## src/hw/rtl/wmeh_pkg.sv

```systemverilog
`timescale 1ns / 1ps
// ----------------------------------------------------------------------------
// wmeh_pkg
// Types and constants shared by the weight stabiliser: payload structs,
// controller states, command and status groups, fixed widths.
// ----------------------------------------------------------------------------
package wmeh_pkg;

   // sample format: signed Q16.8 grams
   localparam int SAMPLE_W = 24;
   // running average: signed Q16.16
   localparam int EMA_W    = SAMPLE_W + 8;
   // alpha * ema products
   localparam int PROD_W   = EMA_W + 10;
   // |ema| + half step, before dropping the 16 fraction bits
   localparam int NUM_W    = EMA_W + 2;
   // integer dividend fed to the step divider
   localparam int DIVD_W   = NUM_W - 16;
   localparam int DIVCNT_W = $clog2(DIVD_W + 1);

   localparam int ALPHA_W  = 9;
   localparam int STEP_W   = 10;
   localparam int HYST_W   = 10;
   localparam int CSR_IDX_W = 2;
   localparam int CSR_DATA_W = 10;

   localparam int SHOWN_W  = 15;
   localparam int ROUND_W  = 16;

   localparam logic [CSR_IDX_W-1:0] CSR_EMA_ALPHA    = 2'd0;
   localparam logic [CSR_IDX_W-1:0] CSR_DISPLAY_STEP = 2'd1;
   localparam logic [CSR_IDX_W-1:0] CSR_DISPLAY_HYST = 2'd2;

   localparam logic [ALPHA_W-1:0] ALPHA_RESET = 9'd51;
   localparam logic [ALPHA_W-1:0] ALPHA_ONE   = 9'd256;
   localparam logic [STEP_W-1:0]  STEP_RESET  = 10'd1;
   localparam logic [HYST_W-1:0]  HYST_RESET  = 10'd1;

   localparam logic REQ_SAMPLE = 1'b0;
   localparam logic REQ_TARE   = 1'b1;

   localparam logic signed [ROUND_W-1:0] ROUND_MAX = 16'sh7FFF;
   localparam logic signed [ROUND_W-1:0] ROUND_MIN = 16'sh8000;

   typedef struct packed {
      logic                       req_type;
      logic signed [SAMPLE_W-1:0] raw_weight;
      logic                       raw_finite;
   } req_item_type;

   typedef struct packed {
      logic [SHOWN_W-1:0]        shown_weight;
      logic signed [ROUND_W-1:0] rounded_weight;
   } rsp_item_type;

   typedef enum logic [3:0] {
      ST_IDLE,
      ST_RANK,
      ST_MEDIAN,
      ST_EMA_MUL,
      ST_EMA_ADD,
      ST_ROUND,
      ST_DIV,
      ST_SCALE,
      ST_EMIT
   } ctrl_state_type;

   typedef struct packed {
      logic load;
      logic rank;
      logic median;
      logic ema_mul;
      logic ema_add;
      logic div_start;
      logic scale;
      logic emit;
   } ctrl_cmd_type;

   typedef struct packed {
      logic rank_last;
      logic div_last;
      logic out_free;
   } dp_status_type;

endpackage

```

## src/hw/rtl/weight_median_ema_hysteresis.sv

```systemverilog
`timescale 1ns / 1ps
// A sample passes from acceptance through the rank scan (one entry a cycle), the median,
// the EMA, rounding, the bit-serial step divider, scaling and emit; a tare goes straight
// to emit. One transaction at a time: the next is taken the cycle after the result is
// loaded, even while that result still waits. Reset: synchronous, clears control state;
// window contents stay undefined until written.
// ----------------------------------------------------------------------------
// weight_median_ema_hysteresis
// Load-cell weight stabiliser: running median, EMA, step rounding and display
// hysteresis, split into a sequencer and a datapath.
// ----------------------------------------------------------------------------
module weight_median_ema_hysteresis #(
   parameter int WINDOW_SIZE = 5
) (
   input  logic                                  clock,
   input  logic                                  reset,
   input  logic                                  req_valid,
   output logic                                  req_stall,
   input  wmeh_pkg::req_item_type                req_data,
   output logic                                  rsp_valid,
   input  logic                                  rsp_stall,
   output wmeh_pkg::rsp_item_type                rsp_data,
   input  logic                                  csr_wr_en,
   input  logic [wmeh_pkg::CSR_IDX_W-1:0]        csr_index,
   input  logic [wmeh_pkg::CSR_DATA_W-1:0]       csr_wdata
);

   wmeh_pkg::ctrl_cmd_type  cmd;
   wmeh_pkg::dp_status_type status;

   wmeh_ctrl u_ctrl (
      .clock       (clock),
      .reset       (reset),
      .req_valid   (req_valid),
      .req_is_tare (req_data.req_type == wmeh_pkg::REQ_TARE),
      .req_stall   (req_stall),
      .status      (status),
      .cmd         (cmd)
   );

   wmeh_dpath #(
      .WINDOW_SIZE (WINDOW_SIZE)
   ) u_dpath (
      .clock     (clock),
      .reset     (reset),
      .cmd       (cmd),
      .status    (status),
      .req_data  (req_data),
      .csr_wr_en (csr_wr_en),
      .csr_index (csr_index),
      .csr_wdata (csr_wdata),
      .rsp_valid (rsp_valid),
      .rsp_stall (rsp_stall),
      .rsp_data  (rsp_data)
   );

endmodule

```

## src/hw/rtl/wmeh_div.sv

```systemverilog
`timescale 1ns / 1ps
// ----------------------------------------------------------------------------
// wmeh_div
// Restoring divider, one quotient bit per cycle, for the display step.
// ----------------------------------------------------------------------------
module wmeh_div (
   input  logic                                clock,
   input  logic                                reset,
   input  logic                                start,
   input  logic [wmeh_pkg::DIVD_W-1:0]         dividend,
   input  logic [wmeh_pkg::STEP_W-1:0]         divisor,
   output logic [wmeh_pkg::DIVD_W-1:0]         quotient,
   output logic                                last
);

   logic                              busy_ff, busy_in;
   logic [wmeh_pkg::DIVCNT_W-1:0]     cnt_ff, cnt_in;
   logic [wmeh_pkg::DIVD_W-1:0]       quo_ff, quo_in;
   logic [wmeh_pkg::STEP_W-1:0]       rem_ff, rem_in;
   logic [wmeh_pkg::STEP_W-1:0]       dvs_ff, dvs_in;
   logic [wmeh_pkg::STEP_W:0]         shifted;
   logic [wmeh_pkg::STEP_W:0]         diff;
   logic                              ge;

   assign last     = busy_ff && (cnt_ff == wmeh_pkg::DIVCNT_W'(1));
   assign quotient = quo_ff;

   always_comb begin
      shifted = {rem_ff, quo_ff[wmeh_pkg::DIVD_W-1]};
      ge      = shifted >= {1'b0, dvs_ff};
      diff    = shifted - {1'b0, dvs_ff};
      busy_in = busy_ff;
      cnt_in  = cnt_ff;
      quo_in  = quo_ff;
      rem_in  = rem_ff;
      dvs_in  = dvs_ff;
      if (start) begin
         busy_in = 1'b1;
         cnt_in  = wmeh_pkg::DIVCNT_W'(wmeh_pkg::DIVD_W);
         quo_in  = dividend;
         rem_in  = '0;
         dvs_in  = divisor;
      end else if (busy_ff) begin
         cnt_in = cnt_ff - wmeh_pkg::DIVCNT_W'(1);
         quo_in = {quo_ff[wmeh_pkg::DIVD_W-2:0], ge};
         rem_in = ge ? diff[wmeh_pkg::STEP_W-1:0] : shifted[wmeh_pkg::STEP_W-1:0];
         if (last) begin
            busy_in = 1'b0;
         end
      end
   end

   always_ff @(posedge clock) begin
      if (reset) begin
         busy_ff <= 1'b0;
         cnt_ff  <= '0;
      end else begin
         busy_ff <= busy_in;
         cnt_ff  <= cnt_in;
      end
   end

   always_ff @(posedge clock) begin
      quo_ff <= quo_in;
      rem_ff <= rem_in;
      dvs_ff <= dvs_in;
   end

endmodule

```

## src/hw/rtl/wmeh_dpath.sv

```systemverilog
`timescale 1ns / 1ps
// ----------------------------------------------------------------------------
// wmeh_dpath
// Sample window, rank-count median, EMA, step rounding, display hysteresis,
// configuration registers and the result register.
// ----------------------------------------------------------------------------
module wmeh_dpath #(
   parameter int WINDOW_SIZE = 5
) (
   input  logic                                  clock,
   input  logic                                  reset,
   input  wmeh_pkg::ctrl_cmd_type                cmd,
   output wmeh_pkg::dp_status_type               status,
   input  wmeh_pkg::req_item_type                req_data,
   input  logic                                  csr_wr_en,
   input  logic [wmeh_pkg::CSR_IDX_W-1:0]        csr_index,
   input  logic [wmeh_pkg::CSR_DATA_W-1:0]       csr_wdata,
   output logic                                  rsp_valid,
   input  logic                                  rsp_stall,
   output wmeh_pkg::rsp_item_type                rsp_data
);

   localparam int IDX_W = (WINDOW_SIZE > 1) ? $clog2(WINDOW_SIZE) : 1;
   localparam int CNT_W = $clog2(WINDOW_SIZE + 1);
   localparam int SW    = wmeh_pkg::SAMPLE_W;
   localparam int EW    = wmeh_pkg::EMA_W;
   localparam int PW    = wmeh_pkg::PROD_W;
   localparam int NW    = wmeh_pkg::NUM_W;
   localparam int DW    = wmeh_pkg::DIVD_W;
   localparam int RW    = wmeh_pkg::ROUND_W;
   localparam int WPW   = DW + wmeh_pkg::STEP_W;

   // configuration
   logic [wmeh_pkg::ALPHA_W-1:0] alpha_ff;
   logic [wmeh_pkg::STEP_W-1:0]  step_ff;
   logic [wmeh_pkg::HYST_W-1:0]  hyst_ff;

   // window and filter state
   logic signed [SW-1:0]  sample_ff [WINDOW_SIZE];
   logic [IDX_W-1:0]      slot_ff, slot_in;
   logic [CNT_W-1:0]      fill_ff, fill_in;
   logic                  started_ff, started_in;
   logic signed [EW-1:0]  ema_ff, ema_in;
   logic signed [RW-1:0]  last_ff, last_in;
   logic                  tare_ff;

   // working registers
   logic [IDX_W-1:0]      cand_ff, cand_in;
   logic signed [SW-1:0]  lo_ff, lo_in;
   logic signed [SW-1:0]  hi_ff, hi_in;
   logic signed [SW-1:0]  med_ff, med_in;
   logic signed [PW-1:0]  pnew_ff, pnew_in;
   logic signed [PW-1:0]  pold_ff, pold_in;
   logic                  neg_ff;
   logic signed [RW-1:0]  w_ff, w_in;

   logic                  out_valid_ff, out_valid_in;
   wmeh_pkg::rsp_item_type out_data_ff, out_data_in;

   // combinational helpers
   logic signed [SW-1:0]  sample_in;
   logic signed [SW-1:0]  cand_val;
   logic [CNT_W-1:0]      less_cnt, leq_cnt;
   logic [CNT_W-1:0]      k_lo, k_hi;
   logic signed [SW:0]    med_sum;
   logic signed [EW-1:0]  med256;
   logic [wmeh_pkg::ALPHA_W-1:0] alpha_sat;
   logic [wmeh_pkg::ALPHA_W-1:0] alpha_inv;
   logic signed [PW-1:0]  ema_sum;
   logic [wmeh_pkg::STEP_W-1:0]  step_eff;
   logic [EW-1:0]         ema_mag;
   logic [NW-1:0]         num;
   logic [DW-1:0]         dividend;
   logic [DW-1:0]         quotient;
   logic                  div_last;
   logic [WPW-1:0]        w_mag;
   logic signed [RW:0]    hdiff;
   logic [RW:0]           hdiff_abs;
   logic                  out_take;

   wmeh_div u_div (
      .clock    (clock),
      .reset    (reset),
      .start    (cmd.div_start),
      .dividend (dividend),
      .divisor  (step_eff),
      .quotient (quotient),
      .last     (div_last)
   );

   // configuration writes
   always_ff @(posedge clock) begin
      if (reset) begin
         alpha_ff <= wmeh_pkg::ALPHA_RESET;
         step_ff  <= wmeh_pkg::STEP_RESET;
         hyst_ff  <= wmeh_pkg::HYST_RESET;
      end else if (csr_wr_en) begin
         case (csr_index)
            wmeh_pkg::CSR_EMA_ALPHA: begin
               alpha_ff <= csr_wdata[wmeh_pkg::ALPHA_W-1:0];
            end
            wmeh_pkg::CSR_DISPLAY_STEP: begin
               step_ff <= csr_wdata[wmeh_pkg::STEP_W-1:0];
            end
            wmeh_pkg::CSR_DISPLAY_HYST: begin
               hyst_ff <= csr_wdata[wmeh_pkg::HYST_W-1:0];
            end
            default: begin
            end
         endcase
      end
   end

   // window write and ring pointer
   assign sample_in = req_data.raw_finite ? req_data.raw_weight : '0;

   always_comb begin
      slot_in    = slot_ff;
      fill_in    = fill_ff;
      started_in = started_ff;
      if (cmd.load) begin
         if (req_data.req_type == wmeh_pkg::REQ_TARE) begin
            slot_in    = '0;
            fill_in    = '0;
            started_in = 1'b0;
         end else begin
            slot_in = (slot_ff == IDX_W'(WINDOW_SIZE - 1)) ? '0 : slot_ff + IDX_W'(1);
            if (fill_ff != CNT_W'(WINDOW_SIZE)) begin
               fill_in = fill_ff + CNT_W'(1);
            end
         end
      end else if (cmd.ema_add) begin
         started_in = 1'b1;
      end
   end

   // rank scan: one candidate per cycle, counted against every filled entry
   assign cand_val = sample_ff[cand_ff];
   assign k_lo     = (fill_ff - CNT_W'(1)) >> 1;
   assign k_hi     = fill_ff >> 1;

   always_comb begin
      less_cnt = '0;
      leq_cnt  = '0;
      for (int j = 0; j < WINDOW_SIZE; j++) begin
         if (CNT_W'(j) < fill_ff) begin
            less_cnt = less_cnt + CNT_W'(sample_ff[j] < cand_val);
            leq_cnt  = leq_cnt + CNT_W'(sample_ff[j] <= cand_val);
         end
      end
   end

   always_comb begin
      cand_in = cand_ff;
      lo_in   = lo_ff;
      hi_in   = hi_ff;
      if (cmd.load) begin
         cand_in = '0;
      end else if (cmd.rank) begin
         cand_in = cand_ff + IDX_W'(1);
         if ((less_cnt <= k_lo) && (k_lo < leq_cnt)) begin
            lo_in = cand_val;
         end
         if ((less_cnt <= k_hi) && (k_hi < leq_cnt)) begin
            hi_in = cand_val;
         end
      end
   end

   // median: both middle entries equal for an odd count
   assign med_sum = {lo_ff[SW-1], lo_ff} + {hi_ff[SW-1], hi_ff};
   assign med_in  = cmd.median ? med_sum[SW:1] : med_ff;

   // EMA products, then sum and drop eight fraction bits
   assign med256    = {med_ff, 8'd0};
   assign alpha_sat = (alpha_ff > wmeh_pkg::ALPHA_ONE) ? wmeh_pkg::ALPHA_ONE : alpha_ff;
   assign alpha_inv = wmeh_pkg::ALPHA_ONE - alpha_sat;
   assign pnew_in   = $signed({1'b0, alpha_sat}) * med256;
   assign pold_in   = $signed({1'b0, alpha_inv}) * ema_ff;
   assign ema_sum   = pnew_ff + pold_ff;

   always_comb begin
      ema_in = ema_ff;
      if (cmd.ema_add) begin
         ema_in = started_ff ? ema_sum[EW+7:8] : med256;
      end
   end

   // rounding: q = floor((|ema| + step*2^15) / 2^16 / step)
   assign step_eff = (step_ff == '0) ? wmeh_pkg::STEP_W'(1) : step_ff;
   assign ema_mag  = ema_ff[EW-1] ? EW'(-ema_ff) : EW'(ema_ff);
   assign num      = NW'(ema_mag) + NW'({step_eff, 15'd0});
   assign dividend = num[NW-1:16];

   assign w_mag = WPW'(quotient) * WPW'(step_eff);

   always_comb begin
      w_in = w_ff;
      if (cmd.scale) begin
         if (neg_ff) begin
            if (w_mag > WPW'(32768)) begin
               w_in = wmeh_pkg::ROUND_MIN;
            end else begin
               w_in = RW'(-w_mag[RW-1:0]);
            end
         end else begin
            if (w_mag > WPW'(32767)) begin
               w_in = wmeh_pkg::ROUND_MAX;
            end else begin
               w_in = w_mag[RW-1:0];
            end
         end
      end
   end

   // display hysteresis and result register
   assign hdiff     = {w_ff[RW-1], w_ff} - {last_ff[RW-1], last_ff};
   assign hdiff_abs = hdiff[RW] ? (RW + 1)'(-hdiff) : (RW + 1)'(hdiff);
   assign out_take  = out_valid_ff && !rsp_stall;

   always_comb begin
      last_in      = last_ff;
      out_valid_in = out_valid_ff && !out_take;
      out_data_in  = out_data_ff;
      if (cmd.load && (req_data.req_type == wmeh_pkg::REQ_TARE)) begin
         last_in = '0;
      end else if (cmd.emit) begin
         out_valid_in = 1'b1;
         if (tare_ff) begin
            out_data_in.shown_weight   = '0;
            out_data_in.rounded_weight = '0;
         end else begin
            if (hdiff_abs > (RW + 1)'(hyst_ff)) begin
               last_in = w_ff;
            end
            out_data_in.shown_weight   = last_in[RW-1] ? '0 : last_in[wmeh_pkg::SHOWN_W-1:0];
            out_data_in.rounded_weight = w_ff;
         end
      end
   end

   always_ff @(posedge clock) begin
      if (reset) begin
         slot_ff      <= '0;
         fill_ff      <= '0;
         started_ff   <= 1'b0;
         last_ff      <= '0;
         out_valid_ff <= 1'b0;
      end else begin
         slot_ff      <= slot_in;
         fill_ff      <= fill_in;
         started_ff   <= started_in;
         last_ff      <= last_in;
         out_valid_ff <= out_valid_in;
      end
   end

   always_ff @(posedge clock) begin
      if (cmd.load && (req_data.req_type == wmeh_pkg::REQ_SAMPLE)) begin
         sample_ff[slot_ff] <= sample_in;
      end
      if (cmd.load) begin
         tare_ff <= (req_data.req_type == wmeh_pkg::REQ_TARE);
      end
      if (cmd.div_start) begin
         neg_ff <= ema_ff[EW-1];
      end
      cand_ff     <= cand_in;
      lo_ff       <= lo_in;
      hi_ff       <= hi_in;
      med_ff      <= med_in;
      if (cmd.ema_mul) begin
         pnew_ff <= pnew_in;
         pold_ff <= pold_in;
      end
      ema_ff      <= ema_in;
      w_ff        <= w_in;
      out_data_ff <= out_data_in;
   end

   assign status.rank_last = (CNT_W'(cand_ff) == fill_ff - CNT_W'(1));
   assign status.div_last  = div_last;
   assign status.out_free  = !out_valid_ff || !rsp_stall;

   assign rsp_valid = out_valid_ff;
   assign rsp_data  = out_data_ff;

endmodule

```

## src/hw/rtl/wmeh_ctrl.sv

```systemverilog
`timescale 1ns / 1ps
// ----------------------------------------------------------------------------
// wmeh_ctrl
// Sequencer: steps one sample through rank scan, EMA, divide and emit; a tare goes straight to emit.
// ----------------------------------------------------------------------------
module wmeh_ctrl (
   input  logic                      clock,
   input  logic                      reset,
   input  logic                      req_valid,
   input  logic                      req_is_tare,
   output logic                      req_stall,
   input  wmeh_pkg::dp_status_type   status,
   output wmeh_pkg::ctrl_cmd_type    cmd
);

   wmeh_pkg::ctrl_state_type state_ff, state_in;

   always_comb begin
      state_in = state_ff;
      case (state_ff)
         wmeh_pkg::ST_IDLE: begin
            if (req_valid) begin
               state_in = req_is_tare ? wmeh_pkg::ST_EMIT : wmeh_pkg::ST_RANK;
            end
         end
         wmeh_pkg::ST_RANK: begin
            if (status.rank_last) begin
               state_in = wmeh_pkg::ST_MEDIAN;
            end
         end
         wmeh_pkg::ST_MEDIAN:  state_in = wmeh_pkg::ST_EMA_MUL;
         wmeh_pkg::ST_EMA_MUL: state_in = wmeh_pkg::ST_EMA_ADD;
         wmeh_pkg::ST_EMA_ADD: state_in = wmeh_pkg::ST_ROUND;
         wmeh_pkg::ST_ROUND:   state_in = wmeh_pkg::ST_DIV;
         wmeh_pkg::ST_DIV: begin
            if (status.div_last) begin
               state_in = wmeh_pkg::ST_SCALE;
            end
         end
         wmeh_pkg::ST_SCALE:   state_in = wmeh_pkg::ST_EMIT;
         wmeh_pkg::ST_EMIT: begin
            // hold until the result register can take the value
            if (status.out_free) begin
               state_in = wmeh_pkg::ST_IDLE;
            end
         end
         default:              state_in = wmeh_pkg::ST_IDLE;
      endcase
   end

   always_comb begin
      cmd       = '0;
      req_stall = 1'b1;
      case (state_ff)
         wmeh_pkg::ST_IDLE: begin
            req_stall = 1'b0;
            cmd.load  = req_valid;
         end
         wmeh_pkg::ST_RANK:    cmd.rank      = 1'b1;
         wmeh_pkg::ST_MEDIAN:  cmd.median    = 1'b1;
         wmeh_pkg::ST_EMA_MUL: cmd.ema_mul   = 1'b1;
         wmeh_pkg::ST_EMA_ADD: cmd.ema_add   = 1'b1;
         wmeh_pkg::ST_ROUND:   cmd.div_start = 1'b1;
         wmeh_pkg::ST_SCALE:   cmd.scale     = 1'b1;
         wmeh_pkg::ST_EMIT:    cmd.emit      = status.out_free;
         default: begin
         end
      endcase
   end

   always_ff @(posedge clock) begin
      if (reset) begin
         state_ff <= wmeh_pkg::ST_IDLE;
      end else begin
         state_ff <= state_in;
      end
   end

endmodule

```

## config.mk

```make
export PLATFORM = sky130hd
export DESIGN_NAME = weight_median_ema_hysteresis
export DESIGN_NICKNAME = d
export VERILOG_FILES = /design/src/hw/rtl/wmeh_pkg.sv /design/src/hw/rtl/weight_median_ema_hysteresis.sv /design/src/hw/rtl/wmeh_div.sv /design/src/hw/rtl/wmeh_dpath.sv /design/src/hw/rtl/wmeh_ctrl.sv
export SDC_FILE = /design/constraint.sdc
export NUM_CORES = 2
export LEC_CHECK = 0
export ABC_AREA = 1
export BUFFER_PORTS_ARGS = -buffer_cell sky130_fd_sc_hd__clkbuf_2
export CELL_PAD_IN_SITES_DETAIL_PLACEMENT = 0
export CELL_PAD_IN_SITES_GLOBAL_PLACEMENT = 2
export CORE_ASPECT_RATIO = 0.9
export CORE_MARGIN = 2
export CORE_UTILIZATION = 44
export DETAILED_ROUTE_END_ITERATION = 8
export HOLD_SLACK_MARGIN = 0.05
export PLACE_DENSITY_LB_ADDON = 0.3
export SLEW_MARGIN = 10
export SYNTH_ARGS = -nofsm -noshare
export SYNTH_HDL_FRONTEND = slang
export SYNTH_SLANG_ARGS = --single-unit
export TNS_END_PERCENT = 20
```

## constraint.sdc

```tcl
create_clock -name clock -period 19.5 [get_ports clock]
set_clock_uncertainty 0.05 [all_clocks]
set_input_delay 3.9 -clock clock [delete_from_list [all_inputs] [get_ports clock]]
set_output_delay 3.9 -clock clock [all_outputs]
set_load 0.05 [all_outputs]
```

======== Yosys cells after proc, flatten, opt, wreduce, memory -nomap -nowiden ========
Memories as Yosys holds them, arrays and structs flattened. A register that Yosys moved wholly into a read port is not among the register bits.
Cells that the tools add are included.
operators by class
  equal/unequal tests ..................... 19
  multiplexer cells ....................... 59
  magnitude comparators ................... 24
  add/sub/neg operators ................... 22
  multiply operators ...................... 3
  bitwise gates (word level) .............. 4
  reductions and logical operators ........ 30
operators with widths
  operator                                                                            number
  24-bit <= comparator                                                                5
  24-bit < comparator                                                                 5
  16-bit 2-to-1 mux                                                                   7
  32-bit 2-to-1 mux                                                                   2
  3-bit 2-to-1 mux                                                                    14
  40-bit adder                                                                        1
  10-bit by 32-bit multiplier with 40-bit output                                      1
  18-bit 2-to-1 mux                                                                   2
  4-bit one-hot mux with 9 select lines                                               1
  32-bit by 25-bit adder with 33-bit output                                           1
  10-bit by 24-bit multiplier with 32-bit output                                      1
  32-bit negation                                                                     1
  28-bit by 15-bit greater-than comparator with 1-bit output (second input constant)  1
  28-bit by 16-bit greater-than comparator with 1-bit output (second input constant)  1
  18-bit by 10-bit multiplier with 28-bit output                                      1
  24-bit by 24-bit adder with 25-bit output                                           1
  24-bit 2-to-1 mux                                                                   1
  1-bit 2-to-1 mux                                                                    21
  10-bit 2-to-1 mux                                                                   2
  4-bit 2-to-1 mux                                                                    5
  3-bit by 1-bit adder with 3-bit output                                              6
  17-bit by 10-bit greater-than comparator with 1-bit output                          1
  17-bit 2-to-1 mux                                                                   1
  17-bit negation                                                                     1
  41 further kinds                                                                    78
storage, ports and cells
  memory bits (writable) .................. 120
  memories kept ........................... 1
  register bits ........................... 329
  output and inout port bits .............. 33
memory list
  name               depth  bits a word  read ports  clocked after Yosys merged registers in  wr ports  line              RTL
  u_dpath.sample_ff  5      24           6           1                                        1         wmeh_dpath.sv:39  logic signed [SW-1:0] sample_ff [WINDOW_SIZE];

======== Logic depth before layout (Yosys ltp) ========
An unclocked memory read counts as a cell.
  depth after elaboration ................. 14
  depth in mapped cells ................... 40
  gate-level depth less buffers ........... 37

======== Hierarchy ========
From an unflattened synthesis, not the netlist that was laid out.
second synthesis, totals
  cell total of the unflattened synthesis .. 6,227
  area, all modules ....................... 52,162.5 um^2
modules (own cells, without submodules)
  module      area an instance (um^2)  times used  cells an instance
  wmeh_dpath  49,391.1                 1           5,862
  wmeh_div    2,459.9                  1           309
  wmeh_ctrl   311.5                    1           56

======== Least setup slack after synthesis ========
Ideal clock, no wire load.
  path type ............................... reg-to-reg
  from .................................... register with a tool-made name
  to ...................................... register u_dpath.hi_ff[0], enable pin
  arrival ................................. 6,750 ps
  stages on the path, launching flop included .. 39
  path buffers ............................ 3
  path slack .............................. 12,295 ps
  cell sequence ........................... dfxtp_1 clkbuf_1 inv_1 clkbuf_1 clkbuf_1 nor2_1 o22ai_1 nand2_1 o21ai_0 inv_1 ha_1 inv_1 nor4_1 inv_1 nor4_1 nand2_1 o2111ai_1 nor3_1 [3 not listed] or2_2 nand2_1 inv_1 ha_1 nand2_1 nand2_1 ha_1 or2_2 and2_1 ha_1 ha_1 mux2i_1 ha_1 inv_1 nor2_1 nand2_1 nand2_1 nor2_1
RTL lines
  what                    line               RTL
  end signal: assignment  wmeh_dpath.sv:270  hi_ff <= hi_in;
  end: declaration        wmeh_dpath.sv:50   logic signed [SW-1:0] hi_ff, hi_in;

======== Final worst setup path ========
  from .................................... register u_dpath.alpha_ff[0] in the netlist's numbering
  to ...................................... register u_dpath.pold_ff[39], data pin
between the ends
  word-level cells in the longest chain between the ends .. 4
ends and longest elaborated chain
  what                                              line               RTL
  start: declaration                                wmeh_dpath.sv:34   logic [wmeh_pkg::ALPHA_W-1:0] alpha_ff;
  start signal: assignment                          wmeh_dpath.sv:94   alpha_ff <= wmeh_pkg::ALPHA_RESET;
  start signal: assignment                          wmeh_dpath.sv:100  alpha_ff <= csr_wdata[wmeh_pkg::ALPHA_W-1:0];
  9-bit greater-than comparator                     wmeh_dpath.sv:176  assign alpha_sat = (alpha_ff > wmeh_pkg::ALPHA_ONE) ? wmeh_pkg::ALPHA_ONE : alpha_ff;
  9-bit 2-to-1 mux *                                wmeh_dpath.sv:176
  9-bit subtractor *                                wmeh_dpath.sv:177  assign alpha_inv = wmeh_pkg::ALPHA_ONE - alpha_sat;
  10-bit by 32-bit multiplier with 40-bit output *  wmeh_dpath.sv:179  assign pold_in = $signed({1'b0, alpha_inv}) * ema_ff;
  named net u_dpath.pold_in[39]                     wmeh_dpath.sv:53   logic signed [PW-1:0] pold_ff, pold_in;
  end signal: assignment                            wmeh_dpath.sv:274  pold_ff <= pold_in;
  end: declaration                                  wmeh_dpath.sv:53
The timed path passes the listed nets; every way through them passes the cells marked *.
A chain may end at the register's enable or synchronous reset.

==> summary.txt <==
Clocking
  • Clock root buffer: sky130_fd_sc_hd__clkbuf_16
  • Maximum clock insertion buffer count: 3
  • Clock Sink Count: a little over 500
  • Post-CTS Setup Repair Bufs: 0
  • Post-CTS clock slew at the launch and capture registers of the worst setup and hold paths: roughly 0.060 ns
  • Number of hold-repair buffers added at the cts stage: 0
  • Worst-skew pair later-pin latency: between 0.7 and 0.8 ns
  • H-tree levels: 2
  • Number of buffers inserted during clock tree synthesis: 60
  • PostCTS Resize Cnt: 0
  • CTS tree: built

Place
  • Area post-placement: ~54000 sq um
  • Cell Count Post-Placement: ~7700
  • Post-DP HPWL: ~110000 um
  • Number of port buffers: 75
  • Weighted congestion at the end of routability-driven global placement: 0.890

Synthesis
  • Gate count after technology mapping: between 6000 and 7000
  • Proportion of synthesized chip area in sequential cells: 28.3%
  • Average cell area after synthesis: 8.39 sq um
  • Synth unique cells: 57
  • Main synth FF type: sky130_fd_sc_hd__edfxtp_1
  • Number of flops mapped to enable cells by yosys: between 400 and 500
  • Cell area after technology mapping: ~52000 sq um
  • Share of synthesized registers carrying an async set or reset: 0%
  • Count of state elements after synthesis: 516
  • Number of nets produced by synthesis: around 7200
  • Yosys warning total: 0

Hold path
  • Worst min-delay path class: flop to flop
  • Hold-critical path depth: 2

STA
  • Setup repair after global routing missed its margin: no
  • Transition time of the tightest slew-check pin: roughly 1 ns
  • Number of hold violations in the final report: 0
  • Setup TNS: 0 ns
  • Final count of pins violating max slew: 0
  • Share of the clock period used by the worst path after layout: 44.3%
  • Number of failing setup endpoints in the final timing report: 0
  • Time the worst path needs with I/O delays and setup: ~8.6 ns
  • Peak clock frequency supported by timing: 116 MHz
  • Worst slew slack as a fraction of its limit: about a third

Routing
  • Number of remaining DRC errors: 0
  • Detailed-route wire length per cell: roughly 19 um
  • Vias: roughly 40000
  • Count of nets left with antenna violations after detail routing: 0
  • Iter 0 DRT Violations: about 2800
  • Vias per inst: 5.18
  • TritonRoute pass-1 iters: 6
  • Post-Route WL: approximately 150000 um

Outcome
  • Status: finished, final reports clean

Global routing
  • Maximum number of pins on one net before global-route repair: 96
  • Number of global-route vias before repair: 40900
  • All-Layer GR Usage: roughly 25%
  • Number of antenna violations at the first check in global routing: 1
  • Grt total ovfl: 0
  • First-pass GRT wire length: approximately 230000 um

Job
  • Count of maximum capacitance violations: 0

Final layout
  • Fraction of final layout cells sized beyond drive strength 1: under 10%
  • Number of standard cells in the layout, taps in and fillers out: 7816
  • Post-Layout Inst Area: ~56000 sq um
  • Syn-to-layout area delta: 7.85%
  • Top library cells by usage in the layout, fill and taps aside: sky130_fd_sc_hd__inv_1 (1199), sky130_fd_sc_hd__nand2_1 (1154), sky130_fd_sc_hd__nor2_1 (673), sky130_fd_sc_hd__fa_1 (528), sky130_fd_sc_hd__ha_1 (464)
  • Net total in the final layout: around 7200
  • Most frequent standard cell in the layout excluding fill and tap cells: sky130_fd_sc_hd__inv_1

Floorplanning
  • Core region area: 117000 sq um
  • Effective utilization at floorplan: approximately 44%
  • Ports placed on the boundary: 76
  • Total number of placement rows: around 120
  • Die footprint: 121000 sq um
  • Die outline width: 366 um
  • Chip Height: around 330 um

Setup path
  • Peak fanout along the critical path: 53
  • Library cell contributing the largest single delay on the critical path: sky130_fd_sc_hd__nand2_1
  • Worst Path Arrival: ~9.0 ns
  • Path type of the worst setup path: flop to flop
  • Worst reg-to-reg setup slack: between 10 and 15 ns
  • Critical path's most frequent cell: sky130_fd_sc_hd__nand2_1
  • Element type at the critical path start: flop
  • Logic depth of the worst register-to-register path: 31
  • Maximum single-stage delay on the critical path: ~0.6 ns
  • Kind of end point of the critical path: flop
  • Data required time of the worst path: 19.84 ns

Power
  • Peak supply drop: 0.126 mV
  • Static leakage power: roughly 0.027 uW
  • PwrDens: between 150 and 200 nW/um^2
## through the flow
step                utilization [%]  total power, uW  setup slack (ns)  hold WS, ns
global placement               46.2             7290             11.10        0.404
detailed placement             46.2             7310             10.98        0.404
finish                         47.9             8440             10.86        0.417
floorplan                         -             5710             12.30        0.374
CTS                            47.9             8510             10.93        0.413
global route                   47.9             9290             10.19        0.447
## per-layer routing
layer / wire [um] / vias up / share of wire (%) / global-route usage [%]
li1: - / 19700 / - / -
met5: 0 / - / 0 / 0
met4: 2420 / 0 / 1.7 / 4.29
met2: 68900 / 866 / 47 / 41.2
met1: 68900 / 19700 / 47 / 34.8
met3: 6380 / 134 / 4.4 / 2.72
## critical path: cells and delay by family, from the launching register on
family	cells	cell delay, ns
compound gates	7	1.60
fa+ha+maj	7	3.15
buf+inv	6	1.04
flops	1	0.30
simple gates	11	2.19
## logic make-up after synthesis
family / count (synthesis) / share of synthesized area [%]
AOI/OAI and AO/OA: 841 / 8.97
xor gates and xnor gates: 179 / 3.03
adders and majority gates: 992 / 31.5
buffers and inverters: 1412 / 10.3
DFF: 516 / 28.3
muxes: 3 / 0.0578
and+or+nand+nor: 2252 / 17.9
## flip-flops by register name, summed over array words and instances, names as in the netlist, 3 cells and up, named ones only
signal and cells:
u_dpath.u_div.cnt_ff 5, u_ctrl.state_ff 4, u_dpath.cand_ff 3, u_dpath.med_ff 24, u_dpath.hyst_ff 10, u_dpath.u_div.quotient 18, u_dpath.fill_ff 3, u_dpath.u_div.rem_ff 10
u_dpath.pnew_ff 32, u_dpath.pold_ff 32, u_dpath.step_ff 10, u_dpath.alpha_ff 9, u_dpath.hi_ff 24, u_dpath.rsp_data 31, u_dpath.w_ff 16, u_dpath.slot_ff 3
u_dpath.lo_ff 24, u_dpath.last_ff 16, u_dpath.sample_ff 192, u_dpath.u_div.dvs_ff 10, u_dpath.ema_ff 32
## path summary, 6_finish.rpt
| path | to | startpoint |
|---|---|---|
| max | u_dpath.pold_ff[39] | u_dpath.alpha_ff[0] |
| min | u_dpath.hyst_ff[2] | u_dpath.hyst_ff[2] |
| max reg2reg | u_dpath.pold_ff[39] | u_dpath.alpha_ff[0] |
| min reg2reg | u_dpath.hyst_ff[2] | u_dpath.hyst_ff[2] |
## synthesized netlist by cell type (14+ instances only)
cell	number	area, sq um
sky130_fd_sc_hd__a31oi_1	27	169
sky130_fd_sc_hd__o221ai_1	14	123
sky130_fd_sc_hd__o21ai_0	322	1610
sky130_fd_sc_hd__xnor2_1	53	464
sky130_fd_sc_hd__nor4_1	24	150
sky130_fd_sc_hd__nand4_1	75	469
sky130_fd_sc_hd__nand2_1	1154	4330
sky130_fd_sc_hd__nor3_1	56	280
sky130_fd_sc_hd__inv_1	1201	4510
sky130_fd_sc_hd__ha_1	464	5810
sky130_fd_sc_hd__fa_1	528	10600
sky130_fd_sc_hd__and2_1	17	106
sky130_fd_sc_hd__dfxtp_1	79	1580
sky130_fd_sc_hd__edfxtp_1	437	13100
sky130_fd_sc_hd__or2_2	22	138
sky130_fd_sc_hd__o21a_1	24	180
sky130_fd_sc_hd__nor2_1	679	2550
sky130_fd_sc_hd__clkbuf_1	169	634
sky130_fd_sc_hd__a21o_1	17	128
sky130_fd_sc_hd__nand3_1	177	886
sky130_fd_sc_hd__o22ai_1	48	300
sky130_fd_sc_hd__xor2_1	125	1090
sky130_fd_sc_hd__a21oi_1	318	1590
## final cells by class
type / instances / area (sq um)
diodes: 1 / 2.50
well taps: 1573 / 1970
flip-flops and latches: 516 / 14700
clock inverters: 31 / 378
repair buffers: 126 / 758
fillers: 11600 / 61000
multi-input cells: 4267 / 32000
inverters: 1220 / 4580
clock buffers: 82 / 1650
## where the power goes
group | switching [uW] | leakage (uW) | internal [uW]
sequential | 63.1 | 0.00462 | 1520
clock | 487 | 0.000965 | 664
combinational | 3700 | 0.0216 | 2000
No activity file was read; power rests on OpenSTA's default activity.
